**src/sv/psniff_pkg.sv**
```systemverilog
// Package for the plist sidecar sniffer: tag patterns, flag slots, verdict and register codes.
package psniff_pkg;

	// Tags packed so that the final character sits in the low byte,
	// which lines up with the current byte of the match window.
	localparam logic [39:0] TAG_DECL   = "<?xml";
	localparam logic [47:0] TAG_ROOT   = "<plist";
	localparam logic [63:0] TAG_PCLOSE = "</plist>";
	localparam logic [47:0] TAG_DOPEN  = "<dict>";
	localparam logic [55:0] TAG_DCLOSE = "</dict>";
	localparam logic [39:0] TAG_KEY    = "<key>";

	// Bytes held ahead of the current one
	localparam int unsigned HIST_DEPTH = 7;
	localparam int unsigned WIN_BITS   = 8 * (HIST_DEPTH + 1);

	localparam int unsigned CFG_BITS   = 16;
	localparam int unsigned CFG_IDX_BITS = 2;

	typedef enum logic [CFG_IDX_BITS-1:0] {
		REG_MIN_LENGTH  = 2'd0,
		REG_DECL_WINDOW = 2'd1,
		REG_ROOT_WINDOW = 2'd2
	} reg_idx_t;

	localparam logic [CFG_BITS-1:0] MIN_LENGTH_RST  = 16'd64;
	localparam logic [CFG_BITS-1:0] DECL_WINDOW_RST = 16'd16;
	localparam logic [CFG_BITS-1:0] ROOT_WINDOW_RST = 16'd512;

	typedef enum logic [1:0] {
		VERDICT_VALID   = 2'd0,
		VERDICT_INVALID = 2'd1,
		VERDICT_WRONG   = 2'd2
	} verdict_t;

	// One hit per tag, ending at the current byte
	typedef struct packed {
		logic key;
		logic dclose;
		logic dopen;
		logic pclose;
		logic root;
		logic decl;
	} hits_t;

endpackage

```
**src/sv/psniff_match.sv**
```systemverilog
// Tag comparators over the eight-byte match window.
module psniff_match (
	input  logic [psniff_pkg::WIN_BITS-1:0] win,
	output psniff_pkg::hits_t               hits
);

	// win[7:0] is the current byte, older bytes sit above it
	always_comb begin
		hits.decl   = (win[39:0] == psniff_pkg::TAG_DECL);
		hits.root   = (win[47:0] == psniff_pkg::TAG_ROOT);
		hits.pclose = (win[63:0] == psniff_pkg::TAG_PCLOSE);
		hits.dopen  = (win[47:0] == psniff_pkg::TAG_DOPEN);
		hits.dclose = (win[55:0] == psniff_pkg::TAG_DCLOSE);
		hits.key    = (win[39:0] == psniff_pkg::TAG_KEY);
	end

endmodule

```
**src/sv/plist_sidecar_sniffer.sv**
```systemverilog
// Top level of the plist sidecar sniffer: byte window, counters, found flags and verdict.
//
//  channel   | handshake                   | payload
//  ----------+-----------------------------+--------------------------
//  byte in   | byte_valid / byte_stall     | byte_in[7:0], last
//  verdict   | verdict_valid / verdict_stall | verdict[1:0]
//  config    | cfg_we (no wait)            | cfg_index[1:0], cfg_data[15:0]
//
// One byte per cycle sustained while byte_stall is low. A byte is registered at
// the input stage, then matched, counted and flagged; the verdict for a final
// byte is loaded into the output register as that byte leaves the input stage.
// Reset (arst_n low) sets the registers to 64/16/512 and clears file state.
// byte_stall rises only when a final byte in the input stage waits on a full,
// stalled output register; a staged byte that gives no verdict never waits.
module plist_sidecar_sniffer #(
	parameter int unsigned COUNT_BITS = 32
) (
	input  logic                                   clk,
	input  logic                                   arst_n,
	// byte channel
	input  logic                                   byte_valid,
	output logic                                   byte_stall,
	input  logic [7:0]                             byte_in,
	input  logic                                   last,
	// verdict channel
	output logic                                   verdict_valid,
	input  logic                                   verdict_stall,
	output logic [1:0]                             verdict,
	// configuration writes
	input  logic                                   cfg_we,
	input  logic [psniff_pkg::CFG_IDX_BITS-1:0]    cfg_index,
	input  logic [psniff_pkg::CFG_BITS-1:0]        cfg_data
);

	localparam int unsigned HD = psniff_pkg::HIST_DEPTH;

	// configuration registers
	logic [psniff_pkg::CFG_BITS-1:0] min_length_q;
	logic [psniff_pkg::CFG_BITS-1:0] decl_window_q;
	logic [psniff_pkg::CFG_BITS-1:0] root_window_q;

	// input stage
	logic       valid_s1;
	logic [7:0] byte_s1;
	logic       last_s1;

	// per-file state
	logic [8*HD-1:0]       recent_q;   // recent_q[7:0] is the newest byte
	logic [COUNT_BITS-1:0] count_q;
	psniff_pkg::hits_t     flags_q;

	// output register
	logic                  out_valid_q;
	psniff_pkg::verdict_t  verdict_q;

	logic                          adv;
	logic                          out_free;
	logic [psniff_pkg::WIN_BITS-1:0] win;
	psniff_pkg::hits_t             hits;
	psniff_pkg::hits_t             flags_next;
	logic [COUNT_BITS-1:0]         count_next;
	psniff_pkg::verdict_t          verdict_next;

	// --- configuration -----------------------------------------------------
	always_ff @(posedge clk or negedge arst_n) begin
		if (!arst_n) begin
			min_length_q  <= psniff_pkg::MIN_LENGTH_RST;
			decl_window_q <= psniff_pkg::DECL_WINDOW_RST;
			root_window_q <= psniff_pkg::ROOT_WINDOW_RST;
		end else if (cfg_we) begin
			case (psniff_pkg::reg_idx_t'(cfg_index))
				psniff_pkg::REG_MIN_LENGTH:  min_length_q  <= cfg_data;
				psniff_pkg::REG_DECL_WINDOW: decl_window_q <= cfg_data;
				psniff_pkg::REG_ROOT_WINDOW: root_window_q <= cfg_data;
				default: ;  // unmapped index, write dropped
			endcase
		end
	end

	// --- handshake ---------------------------------------------------------
	// The output register is free if empty or being drained this cycle.
	assign out_free   = !out_valid_q || !verdict_stall;
	// The staged byte moves on unless it needs the output register and cannot have it.
	assign adv        = valid_s1 && (!last_s1 || out_free);
	assign byte_stall = valid_s1 && !adv;

	always_ff @(posedge clk or negedge arst_n) begin
		if (!arst_n) begin
			valid_s1 <= 1'b0;
		end else if (!byte_stall) begin
			valid_s1 <= byte_valid;
		end
	end

	always_ff @(posedge clk) begin
		if (byte_valid && !byte_stall) begin
			byte_s1 <= byte_in;
			last_s1 <= last;
		end
	end

	// --- match, count, flag ------------------------------------------------
	assign win = {recent_q, byte_s1};

	psniff_match u_match (
		.win  (win),
		.hits (hits)
	);

	// Count saturates at all ones.
	assign count_next = (&count_q) ? count_q : count_q + COUNT_BITS'(1);

	always_comb begin
		flags_next        = flags_q;
		flags_next.decl   = flags_q.decl
			| (hits.decl && (count_next <= COUNT_BITS'(decl_window_q)));
		flags_next.root   = flags_q.root
			| (hits.root && (count_next <= COUNT_BITS'(root_window_q)));
		flags_next.pclose = flags_q.pclose | hits.pclose;
		flags_next.dopen  = flags_q.dopen  | hits.dopen;
		flags_next.dclose = flags_q.dclose | hits.dclose;
		flags_next.key    = flags_q.key    | hits.key;
	end

	// Priority: too short, then early markers, then structure.
	always_comb begin
		if (count_next < COUNT_BITS'(min_length_q)) begin
			verdict_next = psniff_pkg::VERDICT_WRONG;
		end else if (!flags_next.decl || !flags_next.root) begin
			verdict_next = psniff_pkg::VERDICT_WRONG;
		end else if (!flags_next.pclose || !flags_next.dopen
				|| !flags_next.dclose || !flags_next.key) begin
			verdict_next = psniff_pkg::VERDICT_INVALID;
		end else begin
			verdict_next = psniff_pkg::VERDICT_VALID;
		end
	end

	// File state; cleared after the final byte so the next file starts fresh.
	always_ff @(posedge clk or negedge arst_n) begin
		if (!arst_n) begin
			recent_q <= '0;
			count_q  <= '0;
			flags_q  <= '0;
		end else if (adv) begin
			if (last_s1) begin
				recent_q <= '0;
				count_q  <= '0;
				flags_q  <= '0;
			end else begin
				recent_q <= {recent_q[8*(HD-1)-1:0], byte_s1};
				count_q  <= count_next;
				flags_q  <= flags_next;
			end
		end
	end

	// --- output register ---------------------------------------------------
	always_ff @(posedge clk or negedge arst_n) begin
		if (!arst_n) begin
			out_valid_q <= 1'b0;
		end else if (out_free) begin
			out_valid_q <= adv && last_s1;
		end
	end

	always_ff @(posedge clk) begin
		if (adv && last_s1) begin
			verdict_q <= verdict_next;
		end
	end

	assign verdict_valid = out_valid_q;
	assign verdict       = verdict_q;

`ifndef SYNTHESIS
	a_verdict_code: assert property (@(posedge clk) disable iff (!arst_n)
		verdict_valid |-> (verdict != 2'd3))
		else $error("verdict carries an unused code");

	a_clear_after_last: assert property (@(posedge clk) disable iff (!arst_n)
		(adv && last_s1) |=> (count_q == '0 && flags_q == '0 && recent_q == '0))
		else $error("file state not cleared after final byte");

	a_count_moves: assert property (@(posedge clk) disable iff (!arst_n)
		(adv && !last_s1) |=> (count_q != '0))
		else $error("byte count did not advance");

	a_stall_needs_last: assert property (@(posedge clk) disable iff (!arst_n)
		byte_stall |-> (valid_s1 && last_s1 && out_valid_q && verdict_stall))
		else $error("input stalled without a blocked verdict");

	a_verdict_loaded: assert property (@(posedge clk) disable iff (!arst_n)
		(adv && last_s1) |=> verdict_valid)
		else $error("final byte gave no verdict");
`endif

endmodule
```
**config.mk**
```make
export PLATFORM = sky130hd
export DESIGN_NAME = plist_sidecar_sniffer
export DESIGN_NICKNAME = d
export VERILOG_FILES = /design/src/sv/psniff_pkg.sv /design/src/sv/psniff_match.sv /design/src/sv/plist_sidecar_sniffer.sv
export SDC_FILE = /design/constraint.sdc
export NUM_CORES = 1
export LEC_CHECK = 0
export BUFFER_PORTS_ARGS = -buffer_cell sky130_fd_sc_hd__buf_2
export CORE_UTILIZATION = 55
export CTS_BUF_LIST = sky130_fd_sc_hd__clkbuf_4 sky130_fd_sc_hd__clkbuf_8
export CTS_CLUSTER_SIZE = 8
export DETAILED_ROUTE_END_ITERATION = 7
export PLACE_DENSITY = 0.86
export SETUP_SLACK_MARGIN = 0.3
export SLEW_MARGIN = 20
export SYNTH_ARGS = -nofsm -noshare
export SYNTH_HDL_FRONTEND = slang
export SYNTH_HIERARCHICAL = 1
export SYNTH_SLANG_ARGS = --single-unit
```
**constraint.sdc**
```tcl
create_clock -name clk -period 4.6 [get_ports clk]
set_clock_uncertainty 0.15 [all_clocks]
set_input_delay 0.92 -clock clk [delete_from_list [all_inputs] [get_ports clk]]
set_output_delay 0.92 -clock clk [all_outputs]
set_load 0.03 [all_outputs]
```
==> results.sh <==
export IMPL_avgSynthCellArea_um2=9.411
export IMPL_die_h_um=128.6
export IMPL_synth_seq_cells=155
export IMPL_totalPowerFinal_mw=3.576
export IMPL_p_seq_share_pct=46.3
export IMPL_end_kind="flop"
export IMPL_synth_async_sr_flop_share_pct=92.90
export IMPL_clock_fmax_mhz=220.4
export IMPL_finalSetupViolCount=0
export IMPL_critical_path_top_delay_family="simple AND/OR/NAND/NOR gates"
export IMPL_synthXorXnorAreaFrac_pct=1.589
export IMPL_start_util_pct=57.16
export IMPL_critPathKind="flop to flop"
export IMPL_clkSlewWorstSetupHoldPaths_ns=0.08
export IMPL_synth_cells=937
export IMPL_drtPass1Iterations=6
export IMPL_leakagePower_nw=4.705
export IMPL_cts_tree="built"
export IMPL_fp_dieW_um=128.6
export IMPL_finalHoldViolCount=0
export IMPL_pin_count=36
export IMPL_synthesis_nets=1017
export IMPL_fin_tns_setup_ns=0
export IMPL_worstHoldStart="recent_q[52]$_DFFE_PN0P_"
export IMPL_worstMarginPinSlew_ns=0.9516
export IMPL_crit_chain="ha_4, nand3_2, or4_4, buf_4, or3_4, nand4_1, buf_4, nor3_4, xor2_2, ha_1, nand4_1, nor2_1, nand2_1, or4_4, a31oi_4, nand3_2, mux2_4"
export IMPL_required_ns=4.68
export IMPL_grt_overflow_total=0
export IMPL_arrival_ns=4.62
export IMPL_worst_slack_ns=0.06330
export IMPL_crit_buf_inv=2
export IMPL_fill_cells=1097
export IMPL_vias=7573
export IMPL_clock_latency_ns=0.47
export IMPL_power_density_nw_per_um2=352.9
export IMPL_r2r_end="verdict[1]$_SDFFCE_PP1P_"
export IMPL_final_common_cell="nand2_1"
export IMPL_avgRoutedWirePerCell_um=18.32
export IMPL_p_int_mw=2.398
export IMPL_slowest_stage="or4_4"
export IMPL_clockRootBuffer="clkbuf_8"
export IMPL_dp_hpwl_um=13610
export IMPL_synth_simple_gate_area_share_pct=26.48
export IMPL_antenna_left=0
export IMPL_std_cell_rows=45
export IMPL_critPathMaxFanout=5
export IMPL_cts_buffer_depth=2
export IMPL_synth_adder_area_share_pct=6.810
export IMPL_cts_htree_levels=4
export IMPL_final_cell_mix="nand2_1 (197), dfrtp_1 (134), nand3b_1 (63)"
export IMPL_power_frac_comb_pct=25.5
export IMPL_hold_path_class="flop to flop"
export IMPL_routed_wl_um=22230
export IMPL_synthMuxAreaShare_pct=6.512
export IMPL_vias_per_cell=6.243
export IMPL_gp_congestion=0.9651
export IMPL_fin_crit_ns=4.537
export IMPL_max_stage_delay_ns=0.48
export IMPL_yosys_most_used_dff="dfrtp_1"
export IMPL_grt_start_max_net_pins=97
export IMPL_status="finished, final reports clean"
export IMPL_pwr_share_clk_pct=28.2
export IMPL_port_buffers=35
export IMPL_rr_worst_depth=17
export IMPL_detail_route_drc_violations=0
export IMPL_cp_start_kind="flop"
export IMPL_switchingPower_mw=1.178
export IMPL_grt_pass1_vias=7206
export IMPL_die_area_um2=16540
export IMPL_reg2reg_slack_ns=0.06
export IMPL_worstHoldPathCells=2
export IMPL_drv_slew=0
export IMPL_rsz0062_at_grt="yes"
export IMPL_rr_startpoint="count_q[0]$_DFFE_PN0P_"
export IMPL_post_place_ws_ns=-0.07655
export IMPL_drtIter0Drc=632
export IMPL_p_sw_share_pct=32.95
export IMPL_numCtsBuffers=17
export IMPL_synth_top_family_by_area="simple AND/OR/NAND/NOR gates"
export IMPL_drive_gt1_share_pct=21.96
export IMPL_ys_seq_area_share_pct=44.65
export IMPL_ys_warn_count=6
export IMPL_max_cap_violations=0
export IMPL_area_growth_pct=14.93
export IMPL_clock_sinks=155
export IMPL_netlist_area_um2=8818
export IMPL_min_to="recent_q[52]$_DFFE_PN0P_"
export IMPL_antenna_found_initial=0
export IMPL_slew_headroom_pct=35.97
export IMPL_finalCritPeriodShare_pct=98.62
export IMPL_coreArea_um2=15430
export IMPL_layout_nets=1069
export IMPL_grt_usage_pct=27.10
export IMPL_synth_compound_area_share_pct=9.166
export IMPL_final_util_pct=65.69
export IMPL_ys_types=76
export IMPL_n_antenna_cell=0
export IMPL_vdd_ir_drop_max_mv=0.3125
export IMPL_synth_edf_count=11
export IMPL_grt_pass1_wl_um=35020
## timing repair
item,in CTS,in global routing
hold buffers,0,0
pin swaps,23,27
endpoints found under the setup margin,2,4
gates resized for setup,28,29
buffers inserted,20,13
## cell usage after synthesis (3+ instances only)
master | instances | area, um^2
inv_1 | 51 | 191.4
a21oi_1 | 26 | 130.1
or4_1 | 7 | 52.55
mux2_2 | 39 | 439.2
edfxtp_1 | 11 | 330.3
nand4_1 | 23 | 143.9
a211oi_1 | 5 | 37.54
nand3b_1 | 63 | 473.0
a21boi_0 | 3 | 22.52
o21ai_0 | 52 | 260.3
nor4_1 | 10 | 62.56
xor2_1 | 7 | 61.31
mux2i_1 | 12 | 120.1
and4b_1 | 4 | 40.04
dfrtp_1 | 141 | 3528
a22o_1 | 8 | 70.07
nand3_1 | 17 | 85.08
nand2b_1 | 6 | 37.54
buf_4 | 5 | 37.54
nand4b_1 | 6 | 52.55
buf_1 | 4 | 15.01
nor3_1 | 16 | 80.08
buf_2 | 5 | 25.02
and3_1 | 8 | 50.05
ha_1 | 48 | 600.6
o31ai_1 | 3 | 22.52
nand2_1 | 199 | 747.0
clkbuf_1 | 38 | 142.6
nor3b_1 | 7 | 52.55
o311ai_0 | 4 | 35.03
nor2b_1 | 3 | 18.77
xnor2_1 | 9 | 78.83
nor2_1 | 36 | 135.1
nor4bb_1 | 4 | 40.04
dfstp_2 | 3 | 78.83
and2_1 | 4 | 25.02
## cell type report
| type | instances | area (um^2) | share of cell area [%] |
|---|---|---|---|
| clock inverters | 15 | 150.1 | 1.481 |
| inverters | 51 | 191.4 | 1.889 |
| multi-input cells | 678 | 4768 | 47.05 |
| well taps | 211 | 264.0 | 2.605 |
| repair buffers | 86 | 580.6 | 5.728 |
| flip-flops and latches | 155 | 3946 | 38.94 |
| clock buffers | 17 | 234.0 | 2.309 |
## power groups by stage
stage / Sequential [mW] / Clock [mW] / Combinational, mW
2_1_floorplan: 1.63 / 0 / 0.567
3_3_place_gp: 1.67 / 0 / 0.731
3_5_place_dp: 1.68 / 0 / 0.766
4_1_cts: 1.65 / 1.01 / 0.821
5_1_grt: 1.67 / 1.07 / 0.981
6_report: 1.66 / 1.01 / 0.910
## per-layer routing
metal  wire (um)  part of all wire, %  GRT usage [%]  vias to the layer above
met4         852                  3.8          13.43                        0
met3        1684                  7.6          6.071                       94
met5           0                    0              0                        -
met1        9064                   41          35.03                     3634
li1            -                    -              -                     3402
met2       10630                   48          43.21                      443
## registers in the layout, summed over array words and instances (netlist names)
| signal | flops |
|---|---|
| flags_q | 6 |
| count_q | 32 |
| byte_s1 | 8 |
| decl_window_q | 16 |
| verdict_valid | 1 |
| last_s1 | 1 |
| verdict | 2 |
| valid_s1 | 1 |
| root_window_q | 16 |
| min_length_q | 16 |
| recent_q | 56 |
## logic make-up after synthesis
kind of cell / Yosys count
AND/OR/NAND/NOR: 435
flip-flops: 155
AO/OA/AOI/OAI: 127
buffers and inverters: 104
multiplexers: 52
adder cells (fa/ha/maj): 48
XOR/XNOR: 16
## stage by stage
stage / instance area (um^2) / hold slack, ns / std cells
4_1_cts: 9872 / 0.3262 / 1200
6_report: 10130 / 0.3242 / 1213
3_3_place_gp: 9208 / 0.2977 / 1148
5_1_grt: 10130 / 0.3436 / 1213
3_5_place_dp: 9208 / 0.3054 / 1148
2_1_floorplan: 8833 / 0.2812 / 937
## worst reg2reg max path, delay by kind of cell, from the launching register on
family | cells | cell delay (ns)
and+or+nand+nor | 10 | 2.19
buffers and inverters | 2 | 0.33
AOI/OAI and AO/OA | 1 | 0.21
muxes | 1 | 0.27
adders and majority gates | 2 | 0.51
DFF | 1 | 0.43
xor gates and xnor gates | 1 | 0.19
## worst max path at each step
stage,startpoint,to,cells past startpoint
detailed placement,count_q[9]$_DFFE_PN0P_,verdict[1]$_SDFFCE_PP1P_,14
CTS,count_q[0]$_DFFE_PN0P_,verdict[1]$_SDFFCE_PP1P_,16
floorplan,count_q[0]$_DFFE_PN0P_,verdict[1]$_SDFFCE_PP1P_,14
finish,count_q[0]$_DFFE_PN0P_,verdict[1]$_SDFFCE_PP1P_,17
global route,count_q[1]$_DFFE_PN0P_,verdict[1]$_SDFFCE_PP1P_,17
global placement,count_q[9]$_DFFE_PN0P_,verdict[1]$_SDFFCE_PP1P_,14
Note: power is estimated with default switching activity, not from simulation.
